[src/hw/rtl/gde_pkg.sv]
// Shared types and constants for the GPIO debounce event queue.
// Used by the controller, the datapath and the top level; depends on nothing.
`timescale 1ns / 1ps
`default_nettype none

package gde_pkg;

  // Request kinds carried in the input beat's tuser.
  typedef enum logic [1:0] {
    REQ_TICK     = 2'd0,
    REQ_SET_MODE = 2'd1,
    REQ_EDGE     = 2'd2,
    REQ_DRAIN    = 2'd3
  } req_t;

  // Configuration register indexes (paddr[2]).
  localparam logic REG_PRESS   = 1'b0;
  localparam logic REG_RELEASE = 1'b1;

  localparam int TICKS_W     = 8;
  localparam int PIN_IN_W    = 5;
  localparam int PIN_FIELD_W = 6;
  localparam int CODE_W      = 8;
  localparam int COUNT_W     = 6;

  localparam logic [TICKS_W-1:0] PRESS_RESET   = 8'd3;
  localparam logic [TICKS_W-1:0] RELEASE_RESET = 8'd20;

  // Commands from the controller to the datapath.
  typedef struct packed {
    logic capture;      // latch the accepted input beat
    logic scan_step;    // debounce the pin under the scan pointer
    logic set_mode;     // apply the captured pin mode
    logic direct_edge;  // queue a direct edge event
    logic rd_issue;     // read the event store at the drain pointer
    logic load_beat;    // load a drained entry into the output register
    logic load_empty;   // load the empty-drain beat
    logic clear_fill;   // empty the event store after a drain
  } cmd_t;

  // Status from the datapath to the controller.
  typedef struct packed {
    logic scan_done;    // scan pointer is at the last pin
    logic rd_last;      // drain pointer is at the last stored entry
    logic fill_empty;   // event store holds nothing
    logic slot_free;    // output register can take a beat this cycle
  } sts_t;

endpackage

`default_nettype wire

[src/hw/rtl/gde_ctrl.sv]
// Controller state machine for the GPIO debounce event queue.
// Depends on gde_pkg for the request codes and the command/status structs.
`timescale 1ns / 1ps
`default_nettype none

module gde_ctrl import gde_pkg::*; (
  input  wire logic clk,
  input  wire logic rst,
  input  wire logic in_valid,
  input  wire req_t in_req,
  input  wire sts_t sts,
  output logic      in_ready,
  output cmd_t      cmd
);

  typedef enum logic [2:0] {
    ST_IDLE,
    ST_SCAN,
    ST_SET,
    ST_EDGE,
    ST_DRAIN_RD,
    ST_DRAIN_WR,
    ST_DRAIN_EMPTY
  } state_t;

  state_t state;
  logic   accept;

  assign in_ready = (state == ST_IDLE);
  assign accept   = in_valid && in_ready;

  // Commands follow from the state and the datapath status.
  always_comb begin
    cmd = '0;
    cmd.capture = accept;
    unique case (state)
      ST_IDLE: ;
      ST_SCAN:  cmd.scan_step = 1'b1;
      ST_SET:   cmd.set_mode = 1'b1;
      ST_EDGE:  cmd.direct_edge = 1'b1;
      ST_DRAIN_RD: cmd.rd_issue = 1'b1;
      ST_DRAIN_WR: begin
        cmd.load_beat  = sts.slot_free;
        cmd.clear_fill = sts.slot_free && sts.rd_last;
      end
      ST_DRAIN_EMPTY: cmd.load_empty = sts.slot_free;
      default: ;
    endcase
  end

  // State register.
  always_ff @(posedge clk) begin
    if (rst) begin
      state <= ST_IDLE;
    end else begin
      unique case (state)
        ST_IDLE: begin
          if (accept) begin
            unique case (in_req)
              REQ_TICK:     state <= ST_SCAN;
              REQ_SET_MODE: state <= ST_SET;
              REQ_EDGE:     state <= ST_EDGE;
              REQ_DRAIN:    state <= sts.fill_empty ? ST_DRAIN_EMPTY : ST_DRAIN_RD;
              default:      state <= ST_IDLE;
            endcase
          end
        end
        ST_SCAN: begin
          if (sts.scan_done) state <= ST_IDLE;
        end
        ST_SET:  state <= ST_IDLE;
        ST_EDGE: state <= ST_IDLE;
        ST_DRAIN_RD: state <= ST_DRAIN_WR;
        ST_DRAIN_WR: begin
          if (sts.slot_free) begin
            state <= sts.rd_last ? ST_IDLE : ST_DRAIN_RD;
          end
        end
        ST_DRAIN_EMPTY: begin
          if (sts.slot_free) state <= ST_IDLE;
        end
        default: state <= ST_IDLE;
      endcase
    end
  end

endmodule

`default_nettype wire

[src/hw/rtl/gde_datapath.sv]
// Datapath for the GPIO debounce event queue: pin mode state, hold counters,
// the shared per-pin debounce step, the event store and the output register.
// Depends on gde_pkg for constants and the command/status structs.
`timescale 1ns / 1ps
`default_nettype none

module gde_datapath import gde_pkg::*; #(
  parameter int NUM_PINS    = 30,
  parameter int EVENT_DEPTH = 60
) (
  input  wire logic                clk,
  input  wire logic                rst,
  input  wire cmd_t                cmd,
  output sts_t                     sts,
  input  wire logic [PIN_IN_W-1:0] in_pin,
  input  wire logic                in_rise,
  input  wire logic                in_fall,
  input  wire logic                in_deb,
  input  wire logic [NUM_PINS-1:0] in_raw,
  input  wire logic [TICKS_W-1:0]  press_ticks,
  input  wire logic [TICKS_W-1:0]  release_ticks,
  output logic                     out_valid,
  input  wire logic                out_ready,
  output logic [COUNT_W-1:0]       out_count,
  output logic                     out_entry,
  output logic [CODE_W-1:0]        out_code,
  output logic                     out_last
);

  localparam int PIN_W  = (NUM_PINS > 1) ? $clog2(NUM_PINS) : 1;
  localparam int ADDR_W = (EVENT_DEPTH > 1) ? $clog2(EVENT_DEPTH) : 1;
  localparam int FILL_W = $clog2(EVENT_DEPTH + 1);

  // Captured input beat.
  logic [PIN_IN_W-1:0] cap_pin;
  logic                cap_rise;
  logic                cap_fall;
  logic                cap_deb;
  logic [NUM_PINS-1:0] cap_raw;

  // Pin mode and debounce state.
  logic [NUM_PINS-1:0] deb_level;
  logic [NUM_PINS-1:0] deb_rise_en;
  logic [NUM_PINS-1:0] deb_fall_en;
  logic [NUM_PINS-1:0] dir_rise_en;
  logic [NUM_PINS-1:0] dir_fall_en;
  logic [TICKS_W-1:0]  hold_counter [NUM_PINS];

  logic [PIN_W-1:0]    scan_ptr;
  logic [ADDR_W-1:0]   drain_ptr;
  logic [FILL_W-1:0]   fill;

  logic [CODE_W-1:0]   event_store [EVENT_DEPTH];
  logic [CODE_W-1:0]   rd_data;

  // Combinational step results.
  logic                scan_ren, scan_fen, scan_raw, scan_deb;
  logic [TICKS_W-1:0]  hold_cur, hold_next;
  logic                lvl_flip;
  logic                push_req;
  logic [CODE_W-1:0]   push_code;
  logic                push_en;
  logic                pin_ok;
  logic [PIN_W-1:0]    pin_idx;
  logic [NUM_PINS-1:0] pin_sel;
  logic                dir_set, deb_set;
  logic                rd_last;

  assign pin_ok  = {1'b0, cap_pin} < (PIN_IN_W + 1)'(NUM_PINS);
  assign pin_idx = cap_pin[PIN_W-1:0];
  assign pin_sel = NUM_PINS'(1) << pin_idx;
  assign dir_set = cmd.set_mode && pin_ok && (cap_rise || cap_fall) && !cap_deb;
  assign deb_set = cmd.set_mode && pin_ok && (cap_rise || cap_fall) && cap_deb;

  assign scan_ren = deb_rise_en[scan_ptr];
  assign scan_fen = deb_fall_en[scan_ptr];
  assign scan_raw = cap_raw[scan_ptr];
  assign scan_deb = deb_level[scan_ptr];
  assign hold_cur = hold_counter[scan_ptr];

  assign rd_last = (FILL_W'(drain_ptr) + FILL_W'(1)) == fill;

  assign sts.scan_done  = (scan_ptr == PIN_W'(NUM_PINS - 1));
  assign sts.rd_last    = rd_last;
  assign sts.fill_empty = (fill == '0);
  assign sts.slot_free  = !out_valid || out_ready;

  // Debounce step for one pin, and the direct edge event.
  always_comb begin
    hold_next = hold_cur;
    lvl_flip  = 1'b0;
    push_req  = 1'b0;
    push_code = '0;
    if (cmd.scan_step && (scan_ren || scan_fen)) begin
      if (scan_raw == scan_deb) begin
        hold_next = scan_deb ? release_ticks : press_ticks;
      end else if (hold_cur <= TICKS_W'(1)) begin
        lvl_flip  = 1'b1;
        hold_next = scan_raw ? release_ticks : press_ticks;
        push_req  = (scan_raw && scan_ren) || (!scan_raw && scan_fen);
        push_code = {!scan_raw && scan_fen, scan_raw && scan_ren,
                     PIN_FIELD_W'(scan_ptr)};
      end else begin
        hold_next = hold_cur - TICKS_W'(1);
      end
    end else if (cmd.direct_edge && pin_ok) begin
      push_req  = (cap_rise && dir_rise_en[pin_idx]) || (cap_fall && dir_fall_en[pin_idx]);
      push_code = {cap_fall && dir_fall_en[pin_idx], cap_rise && dir_rise_en[pin_idx],
                   PIN_FIELD_W'(cap_pin)};
    end
  end

  assign push_en = push_req && (fill < FILL_W'(EVENT_DEPTH));

  // Input capture.
  always_ff @(posedge clk) begin
    if (cmd.capture) begin
      cap_pin  <= in_pin;
      cap_rise <= in_rise;
      cap_fall <= in_fall;
      cap_deb  <= in_deb;
      cap_raw  <= in_raw;
    end
  end

  // Pin modes, debounced levels and hold counters.
  always_ff @(posedge clk) begin
    if (rst) begin
      deb_level   <= '0;
      deb_rise_en <= '0;
      deb_fall_en <= '0;
      dir_rise_en <= '0;
      dir_fall_en <= '0;
      for (int i = 0; i < NUM_PINS; i++) hold_counter[i] <= PRESS_RESET;
    end else begin
      if (cmd.set_mode && pin_ok) begin
        dir_rise_en <= (dir_rise_en & ~pin_sel) | ({NUM_PINS{dir_set && cap_rise}} & pin_sel);
        dir_fall_en <= (dir_fall_en & ~pin_sel) | ({NUM_PINS{dir_set && cap_fall}} & pin_sel);
        deb_rise_en <= (deb_rise_en & ~pin_sel) | ({NUM_PINS{deb_set && cap_rise}} & pin_sel);
        deb_fall_en <= (deb_fall_en & ~pin_sel) | ({NUM_PINS{deb_set && cap_fall}} & pin_sel);
      end
      if (deb_set) begin
        deb_level[pin_idx] <= cap_raw[pin_idx];
      end else if (lvl_flip) begin
        deb_level[scan_ptr] <= scan_raw;
      end
      if (cmd.scan_step) begin
        hold_counter[scan_ptr] <= hold_next;
      end
    end
  end

  // Scan pointer, drain pointer and fill count.
  always_ff @(posedge clk) begin
    if (rst) begin
      scan_ptr  <= '0;
      drain_ptr <= '0;
      fill      <= '0;
    end else begin
      if (cmd.scan_step) begin
        scan_ptr <= sts.scan_done ? '0 : scan_ptr + PIN_W'(1);
      end
      if (cmd.clear_fill) begin
        fill      <= '0;
        drain_ptr <= '0;
      end else begin
        if (push_en) fill <= fill + FILL_W'(1);
        if (cmd.load_beat) drain_ptr <= drain_ptr + ADDR_W'(1);
      end
    end
  end

  // Event store: written at the fill count, read at the drain pointer.
  always_ff @(posedge clk) begin
    if (push_en) begin
      event_store[fill[ADDR_W-1:0]] <= push_code;
    end
    if (cmd.rd_issue) begin
      rd_data <= event_store[drain_ptr];
    end
  end

  // Output register: one beat waits here while the next item can start.
  always_ff @(posedge clk) begin
    if (rst) begin
      out_valid <= 1'b0;
    end else if (cmd.load_beat || cmd.load_empty) begin
      out_valid <= 1'b1;
    end else if (out_ready) begin
      out_valid <= 1'b0;
    end
  end

  always_ff @(posedge clk) begin
    if (cmd.load_beat) begin
      out_count <= COUNT_W'(fill);
      out_entry <= 1'b1;
      out_code  <= rd_data;
      out_last  <= rd_last;
    end else if (cmd.load_empty) begin
      out_count <= '0;
      out_entry <= 1'b0;
      out_code  <= '0;
      out_last  <= 1'b1;
    end
  end

endmodule

`default_nettype wire

[src/hw/rtl/gpio_debounce_event_queue.sv]
// Top level of the GPIO debounce event queue: stream ports, APB registers,
// controller and datapath. Depends on gde_pkg, gde_ctrl and gde_datapath.
`timescale 1ns / 1ps
`default_nettype none

// Watches NUM_PINS input pins and queues edge events in an EVENT_DEPTH-entry
// store. One input beat is handled at a time. A tick accepts the beat, then
// takes every pin in turn through the single shared debounce step. A drain
// reads each stored event from the event store's registered port, then loads
// it into the output register, or loads one empty beat when the store is
// empty; m_axis_tready can hold a beat back. The output register lets the
// next input beat be accepted while the last result is still waiting. The
// store needs no clearing pass after reset: a fill count tracks which entries
// are live.
module gpio_debounce_event_queue import gde_pkg::*; #(
  parameter int NUM_PINS    = 30,
  parameter int EVENT_DEPTH = 60,
  localparam int IN_W       = ((PIN_IN_W + 3 + NUM_PINS + 7) / 8) * 8,
  localparam int OUT_W      = ((COUNT_W + CODE_W + 7) / 8) * 8
) (
  input  wire logic             clk,
  input  wire logic             rst,
  // Input stream.
  input  wire logic             s_axis_tvalid,
  output logic                  s_axis_tready,
  // tdata: pin, rise_flag, fall_flag, debounce_on, raw_levels (from bit 0 up)
  input  wire logic [IN_W-1:0]  s_axis_tdata,
  // tuser: req_type
  input  wire logic [1:0]       s_axis_tuser,
  // Output stream.
  output logic                  m_axis_tvalid,
  input  wire logic             m_axis_tready,
  // tdata: event_count, event_code (from bit 0 up)
  output logic [OUT_W-1:0]      m_axis_tdata,
  // tuser: entry_valid
  output logic                  m_axis_tuser,
  output logic                  m_axis_tlast,
  // Configuration port.
  input  wire logic             psel,
  input  wire logic             penable,
  input  wire logic             pwrite,
  input  wire logic [2:0]       paddr,
  input  wire logic [31:0]      pwdata,
  output logic [31:0]           prdata,
  output logic                  pready
);

  localparam int RAW_LSB = PIN_IN_W + 3;

  logic [TICKS_W-1:0] press_ticks;
  logic [TICKS_W-1:0] release_ticks;
  logic [COUNT_W-1:0] out_count;
  logic [CODE_W-1:0]  out_code;
  cmd_t               cmd;
  sts_t               sts;

  // Register writes and reads.
  assign pready = 1'b1;

  always_ff @(posedge clk) begin
    if (rst) begin
      press_ticks   <= PRESS_RESET;
      release_ticks <= RELEASE_RESET;
    end else if (psel && penable && pwrite && pready) begin
      unique case (paddr[2])
        REG_PRESS:   press_ticks   <= pwdata[TICKS_W-1:0];
        REG_RELEASE: release_ticks <= pwdata[TICKS_W-1:0];
        default: ;
      endcase
    end
  end

  always_comb begin
    unique case (paddr[2])
      REG_PRESS:   prdata = 32'(press_ticks);
      REG_RELEASE: prdata = 32'(release_ticks);
      default:     prdata = '0;
    endcase
  end

  // Sequencer.
  gde_ctrl u_ctrl (
    .clk      (clk),
    .rst      (rst),
    .in_valid (s_axis_tvalid),
    .in_req   (req_t'(s_axis_tuser)),
    .sts      (sts),
    .in_ready (s_axis_tready),
    .cmd      (cmd)
  );

  // Pin state, event store and output register.
  gde_datapath #(
    .NUM_PINS    (NUM_PINS),
    .EVENT_DEPTH (EVENT_DEPTH)
  ) u_datapath (
    .clk           (clk),
    .rst           (rst),
    .cmd           (cmd),
    .sts           (sts),
    .in_pin        (s_axis_tdata[PIN_IN_W-1:0]),
    .in_rise       (s_axis_tdata[PIN_IN_W]),
    .in_fall       (s_axis_tdata[PIN_IN_W+1]),
    .in_deb        (s_axis_tdata[PIN_IN_W+2]),
    .in_raw        (s_axis_tdata[RAW_LSB+NUM_PINS-1:RAW_LSB]),
    .press_ticks   (press_ticks),
    .release_ticks (release_ticks),
    .out_valid     (m_axis_tvalid),
    .out_ready     (m_axis_tready),
    .out_count     (out_count),
    .out_entry     (m_axis_tuser),
    .out_code      (out_code),
    .out_last      (m_axis_tlast)
  );

  assign m_axis_tdata = OUT_W'({out_code, out_count});

  // An empty-drain beat carries no count and no code and ends the drain.
  a_empty_beat: assert property (@(posedge clk) disable iff (rst)
    (m_axis_tvalid && !m_axis_tuser) |-> (m_axis_tlast && m_axis_tdata == '0))
    else $error("empty drain beat malformed");

  // A beat that carries an event reports a nonzero event count.
  a_entry_count: assert property (@(posedge clk) disable iff (rst)
    (m_axis_tvalid && m_axis_tuser) |-> (m_axis_tdata[COUNT_W-1:0] != '0))
    else $error("event beat with zero count");

  // Once a drain is accepted, no further input beat is taken the next cycle.
  a_drain_busy: assert property (@(posedge clk) disable iff (rst)
    (s_axis_tvalid && s_axis_tready && s_axis_tuser == REQ_DRAIN) |=> !s_axis_tready)
    else $error("input accepted during drain");

endmodule

`default_nettype wire
[config.mk]
export PLATFORM = sky130hd
export DESIGN_NAME = gpio_debounce_event_queue
export DESIGN_NICKNAME = d
export VERILOG_FILES = /design/src/hw/rtl/gde_pkg.sv /design/src/hw/rtl/gde_ctrl.sv /design/src/hw/rtl/gde_datapath.sv /design/src/hw/rtl/gpio_debounce_event_queue.sv
export SDC_FILE = /design/constraint.sdc
export NUM_CORES = 1
export LEC_CHECK = 0
export BUFFER_PORTS_ARGS = -buffer_cell sky130_fd_sc_hd__clkbuf_2
export CAP_MARGIN = 30
export CORE_AREA = 3 3 310 312
export CTS_CLUSTER_DIAMETER = 100
export DETAILED_ROUTE_END_ITERATION = 7
export DIE_AREA = 0 0 313 315
export PLACE_DENSITY = 0.64
export SLEW_MARGIN = 20
export SYNTH_ARGS = -nofsm -noshare
export SYNTH_HDL_FRONTEND = slang
export SYNTH_HIERARCHICAL = 1
export SYNTH_SLANG_ARGS = --single-unit
[constraint.sdc]
create_clock -name clk -period 10.9 [get_ports clk]
set_clock_uncertainty 0.15 [all_clocks]
set_input_delay 2.18 -clock clk [delete_from_list [all_inputs] [get_ports clk]]
set_output_delay 2.18 -clock clk [all_outputs]
set_load 0.01 [all_outputs]
==> results of run 1 <==
worst max-delay path: cells and delay by family (launching register included):
kind	cells	cell delay (ns)
adders and majority gates	1	0.35
AOI/OAI and AO/OA	5	1.30
and+or+nand+nor	4	2.20
DFF	1	0.81
buffers and inverters	2	1.07
muxes	1	0.31
synthesized netlist by cell type, drive strengths merged (7+ instances only):
master    n  share of area
edfxtp  735           0.54
nor2    358          0.033
a21oi   257          0.031
mux4    198           0.11
dfxtp   193          0.094
nand2   190          0.017
clkbuf  153          0.014
mux2i   146          0.036
buf     118          0.016
nor3     65         0.0085
o21ai    55         0.0067
nand4    53         0.0081
nand2b   40         0.0061
and2     36         0.0055
o21bai   31         0.0057
a22oi    30         0.0055
a31oi    28         0.0043
inv      27         0.0025
nand3    27         0.0034
o211ai   26         0.0048
a311o    23         0.0056
mux2     16         0.0045
o22ai    16         0.0026
and3     14         0.0021
nand3b   13         0.0024
nor2b    13         0.0020
xnor2    10         0.0021
ha        9         0.0028
xor2      9         0.0019
a31o      7         0.0015
nor4      7         0.0012
path summary, 6_finish.rpt:
path | to
worst min-delay path | register
worst min register to register | register
worst max register to register | u_datapath/event_store[21][2]
worst max-delay path | u_datapath/event_store[21][2]
logic make-up after synthesis:
group                    synth area share
buffers and inverters              0.0330
multiplexers                        0.149
other                            0.000275
AO/OA/AOI/OAI                      0.0790
AND/OR/NAND/NOR                    0.0982
flip-flops                          0.634
XOR/XNOR                          0.00407
adder cells (fa/ha/maj)           0.00275
through the flow:
stage	std cells	setup slack, ns	cell area [um^2]	hold slack (ns)
after floorplan	3022	5.23	41000	0.299
after global placement	4134	3.93	42300	0.295
after detailed placement	4143	4.40	42400	0.320
after CTS	4321	4.40	45700	0.329
after global routing	4329	4.02	45800	0.357
final	4329	4.22	45800	0.329
power by group:
group	switching [W]	leakage (nW)	internal (W)	total (W)
logic	0.000806	4.44	0.000350	0.00116
registers	0.0000835	7.91	0.00392	0.00401
clock network	0.00137	1.60	0.00200	0.00337
total	0.00226	13.9	0.00627	0.00853
routing by layer:
metal / GRT usage / vias to the layer above / part of all wire
met5: 0 / - / 0
met4: 0.0619 / 0 / 0.029
met3: 0.0384 / 217 / 0.082
met2: 0.345 / 1232 / 0.48
met1: 0.294 / 13100 / 0.41
li1: - / 11400 / -
layout make-up:
class,instances,area (um^2),share of cell area
Inverter,28,105,0.00229
Sequential cell,928,25900,0.567
Clock buffer,120,2590,0.0566
Multi-Input combinational cell,1795,13900,0.303
Clock inverter,58,681,0.0149
Timing Repair Buffer,146,1040,0.0227
Tap cell,1254,1570,0.0343
==> impl_metrics.yaml, run 1 <==
sta:
  period_needed_ns: 6.68
  relSlewSlack: 0.344
  fmax_mhz: 150
  finalHoldViolCount: 0
  fin_crit_sh: 0.613
  slew_violations: 0
  fin_setup_tns_ns: 0
  grt_setup_unrepaired: "no"
  finalSetupViolCount: 0
  worst_slew_pin_slew_ns: 0.984
global_route:
  grt_usage: 0.212
  grt_max_degree: 94
  grt_pass1_vias: 25700
  antenna_found_initial: 1
  grt_overflow_total: 0
  grt_pass1_wl_um: 160000
drt:
  drtIter0Drc: 3030
  ant_nets: 0
  routed_wl_um: 106000
  drc_errors: 0
  wl_per_cell_um: 24.5
  vias: 26000
  firstDrtPassIters: 5
  vias_per_cell: 6.00
synth:
  synth_edf_count: 735
  ys_warn_count: 6
  ys_ff_latch: 928
  syn_inst: 2997
  async_flop_share: 0
  syn_avg_cell_area_um2: 13.7
  ys_types: 84
  synth-main-ff-cell: "edfxtp_1"
  seq_area_frac_synth: 0.634
  synth.cell_area_um2: 40900
finish:
  fillers: 7936
  syn_to_final_growth_pct: 11.9
  final_core_util: 0.491
  layout_common_cells: "735 x edfxtp_1, 355 x nor2_1, 257 x a21oi_1"
  antenna_cells: 0
  drive_gt1_frac: 0.183
  fin_nets: 3087
  mostFrequentLayoutCell: "edfxtp_1"
setup_path:
  worstPathRequired_ns: 11.03
  r2r_cells: 13
  timing.critical_path.cells: "buf_4 -> mux2i_1 -> a22oi_1 -> a21oi_1 -> a31oi_1 -> a21oi_1 -> ha_1 -> nor2_1 -> or3_1 -> o31ai_1 -> buf_2 -> nand4_1 -> nor2_1"
  cp-start-kind: "register"
  r2r_slack_ns: 4.22
  arrival_ns: 6.81
  slowest_stage: "nor2_1"
  crit_fanout: 48
  crit_type: "register to register"
  crit_path_end_kind: "register"
  slowest_delay_ns: 0.85
pwr:
  p_leak_nw: 13.9
  total_power_w: 0.00853
  power_density_nw_per_um2: 186
  vdd.ir_drop.worst_v: 0.000168
floorplan:
  core_area_um2: 93300
  die_area_um2: 98600
  io_pins: 137
  fp-row-count: 112
  die_y_um: 315
  floorplan.initialDensity: 0.439
  fp.dieW_um: 313
status:
  outcome: "finished clean"
clock_network:
  cts_resized: 0
  ctsHoldBuffers: 0
  clk_pin_slew_ns: 0.06
  cts_buffers: 95
  ctsHtreeMaxLevel: 3
  clock_latency_ns: 0.68
  clock_sinks: 928
  cts_tree: "done"
  root_buffer: "clkbuf_16"
  clockBufferDepth: 3
  postCtsSetupBuffers: 0
worst_hold_path:
  min_path_cells: 2
  hp-class: "register to register"
placed_design:
  hpwl_um: 68300
  io_buffers: 80
  gp_routability_congestion: 0.910
run:
  maxCapViolations: 0
Power figures use the tool's default switching activity.
==> run 2: changes to the inputs <==
==> constraint.sdc (replaced) <==
create_clock -name clk -period 6.9 [get_ports clk]
set_clock_uncertainty 0.15 [all_clocks]
set_input_delay 1.38 -clock clk [delete_from_list [all_inputs] [get_ports clk]]
set_output_delay 1.38 -clock clk [all_outputs]
set_load 0.01 [all_outputs]
==> run 2 against run 1 <==
Compared with the run above:
- count of clock-buffer cells in the layout rose by 4
- maximum frequency rose by 8.9%
- largest power group unchanged
- critical path depth fell by 1
==> impl_metrics.yaml, run 2 (synthesis results as in run 1) <==
sta:
  relSlewSlack: 0.337
  fin_crit_sh: 0.889
  grt_setup_unrepaired: "no"
  fin_setup_tns_ns: 0
  slew_violations: 0
  finalSetupViolCount: 0
  worst_slew_pin_slew_ns: 0.994
  finalHoldViolCount: 0
  fmax_mhz: 163
  period_needed_ns: 6.14
finish:
  layout_common_cells: "735 x edfxtp_1, 356 x nor2_1, 257 x a21oi_1"
  syn_to_final_growth_pct: 11.6
  drive_gt1_frac: 0.180
  mostFrequentLayoutCell: "edfxtp_1"
  fin_nets: 3099
clock_network:
  cts_tree: "done"
  clockBufferDepth: 3
  clock_sinks: 928
  ctsHtreeMaxLevel: 3
  postCtsSetupBuffers: 0
  clock_latency_ns: 0.69
  ctsHoldBuffers: 0
  cts_resized: 0
  root_buffer: "clkbuf_16"
  cts_buffers: 94
  clk_pin_slew_ns: 0.06
pwr:
  p_sw_frac: 0.268
  cell_internal_pwr_w: 0.00971
  total_power_w: 0.0133
  vdd.ir_drop.worst_v: 0.000224
  combinationalPowerShare: 0.137
  clkPwrFrac: 0.384
  p_leak_nw: 14.1
  p_sw_w: 0.00355
  power_density_nw_per_um2: 290
  pwr-share-seq: 0.479
floorplan:
  core_area_um2: 93300
  fp-row-count: 112
  fp.dieW_um: 313
  floorplan.initialDensity: 0.439
  die_y_um: 315
  io_pins: 137
  die_area_um2: 98600
drt:
  vias_per_cell: 6.03
  firstDrtPassIters: 6
  ant_nets: 0
  vias: 26200
  drc_errors: 0
  wl_per_cell_um: 24.5
  routed_wl_um: 106000
  drtIter0Drc: 3090
worst_hold_path:
  min_from: "u_datapath/out_entry"
  hp-class: "register to register"
setup_path:
  cp-start-kind: "register"
  crit_type: "register to register"
  cp.depth: 12
  r2r_cells: 12
  slowest_stage: "dfxtp_4"
  cp-endpoint: "u_datapath/event_store[0][4]"
  slowest_delay_ns: 0.95
  worstPathRequired_ns: 7.03
  r2r_end: "u_datapath/event_store[0][4]"
  cp_num_buf_inv: 1
  arrival_ns: 6.26
  cpLargestDelayFamily: "simple AND/OR/NAND/NOR gates"
  timing.critical_path.cells: "buf_12 -> mux2i_1 -> a22oi_1 -> a21oi_1 -> a311oi_1 -> a21oi_1 -> ha_1 -> nor2_1 -> or3_1 -> o31a_1 -> or4_1 -> nor2_1"
  crit_path_end_kind: "register"
  r2r_slack_ns: 0.76
  crit_fanout: 45
placed_design:
  io_buffers: 80
  gp_routability_congestion: 0.908
  hpwl_um: 70100
global_route:
  grt_usage: 0.213
  grt_max_degree: 116
  grt_overflow_total: 0
  grt_pass1_wl_um: 161000
  grt_pass1_vias: 25900
  antenna_found_initial: 3
run:
  maxCapViolations: 0
status:
  outcome: "finished clean"
run 2: changes by cell type in the layout (fill, tap and decap cells not counted), moves of 2 or more:
cell,delta
buf_16,-3
buf_2,-2
buf_4,+18
bufinv_16,-4
clkbuf_1,+8
clkbuf_16,-2
clkbuf_8,-2
clkinv_1,+8
clkinv_2,-8
clkinvlp_2,-2
clkinvlp_4,-3
inv_16,+2
run 2: stage by stage:
step / cells / hold WS, ns / setup WS [ns] / util / cell area (um^2)
2_1_floorplan: 3022 / 0.299 / 1.23 / - / 41000
3_3_place_gp: 4154 / 0.292 / 1.03 / 0.455 / 42400
3_5_place_dp: 4158 / 0.314 / 0.877 / 0.455 / 42500
4_1_cts: 4333 / 0.329 / 0.846 / 0.488 / 45600
5_1_grt: 4339 / 0.346 / 0.536 / 0.489 / 45700
6_report: 4340 / 0.326 / 0.764 / 0.489 / 45700
run 2: cell type report:
cell class,instances,area (um^2)
fillers,7949,47600
flip-flops and latches,928,26000
multi-input cells,1795,13800
diodes,1,2.50
inverters,28,105
clock buffers,124,2540
well taps,1254,1570
repair buffers,159,1090
clock inverters,51,569
run 2: worst min path at each step:
stage	cells past startpoint	slack [ns]	end
finish	1	0.33	u_datapath/out_entry
global route	1	0.35	u_datapath/out_entry
CTS	2	0.33	register
detailed placement	1	0.31	u_datapath/out_entry
global placement	1	0.29	u_datapath/out_entry
floorplan	2	0.30	register
run 2: per-layer routing:
metal | GRT usage | routed length, um | up-vias
met5 | 0 | 0 | -
met4 | 0.0635 | 2650 | 0
met3 | 0.0419 | 9730 | 191
met2 | 0.346 | 51200 | 1346
met1 | 0.293 | 42800 | 13200
li1 | - | - | 11400
run 2: power groups by stage:
stage | combinational [W] | clock, W | sequential, W
3_5_place_dp | 0.00176 | 0 | 0.00647
6_report | 0.00181 | 0.00509 | 0.00635
5_1_grt | 0.00191 | 0.00543 | 0.00637
2_1_floorplan | 0.00120 | 0 | 0.00636
3_3_place_gp | 0.00172 | 0 | 0.00646
4_1_cts | 0.00177 | 0.00520 | 0.00635
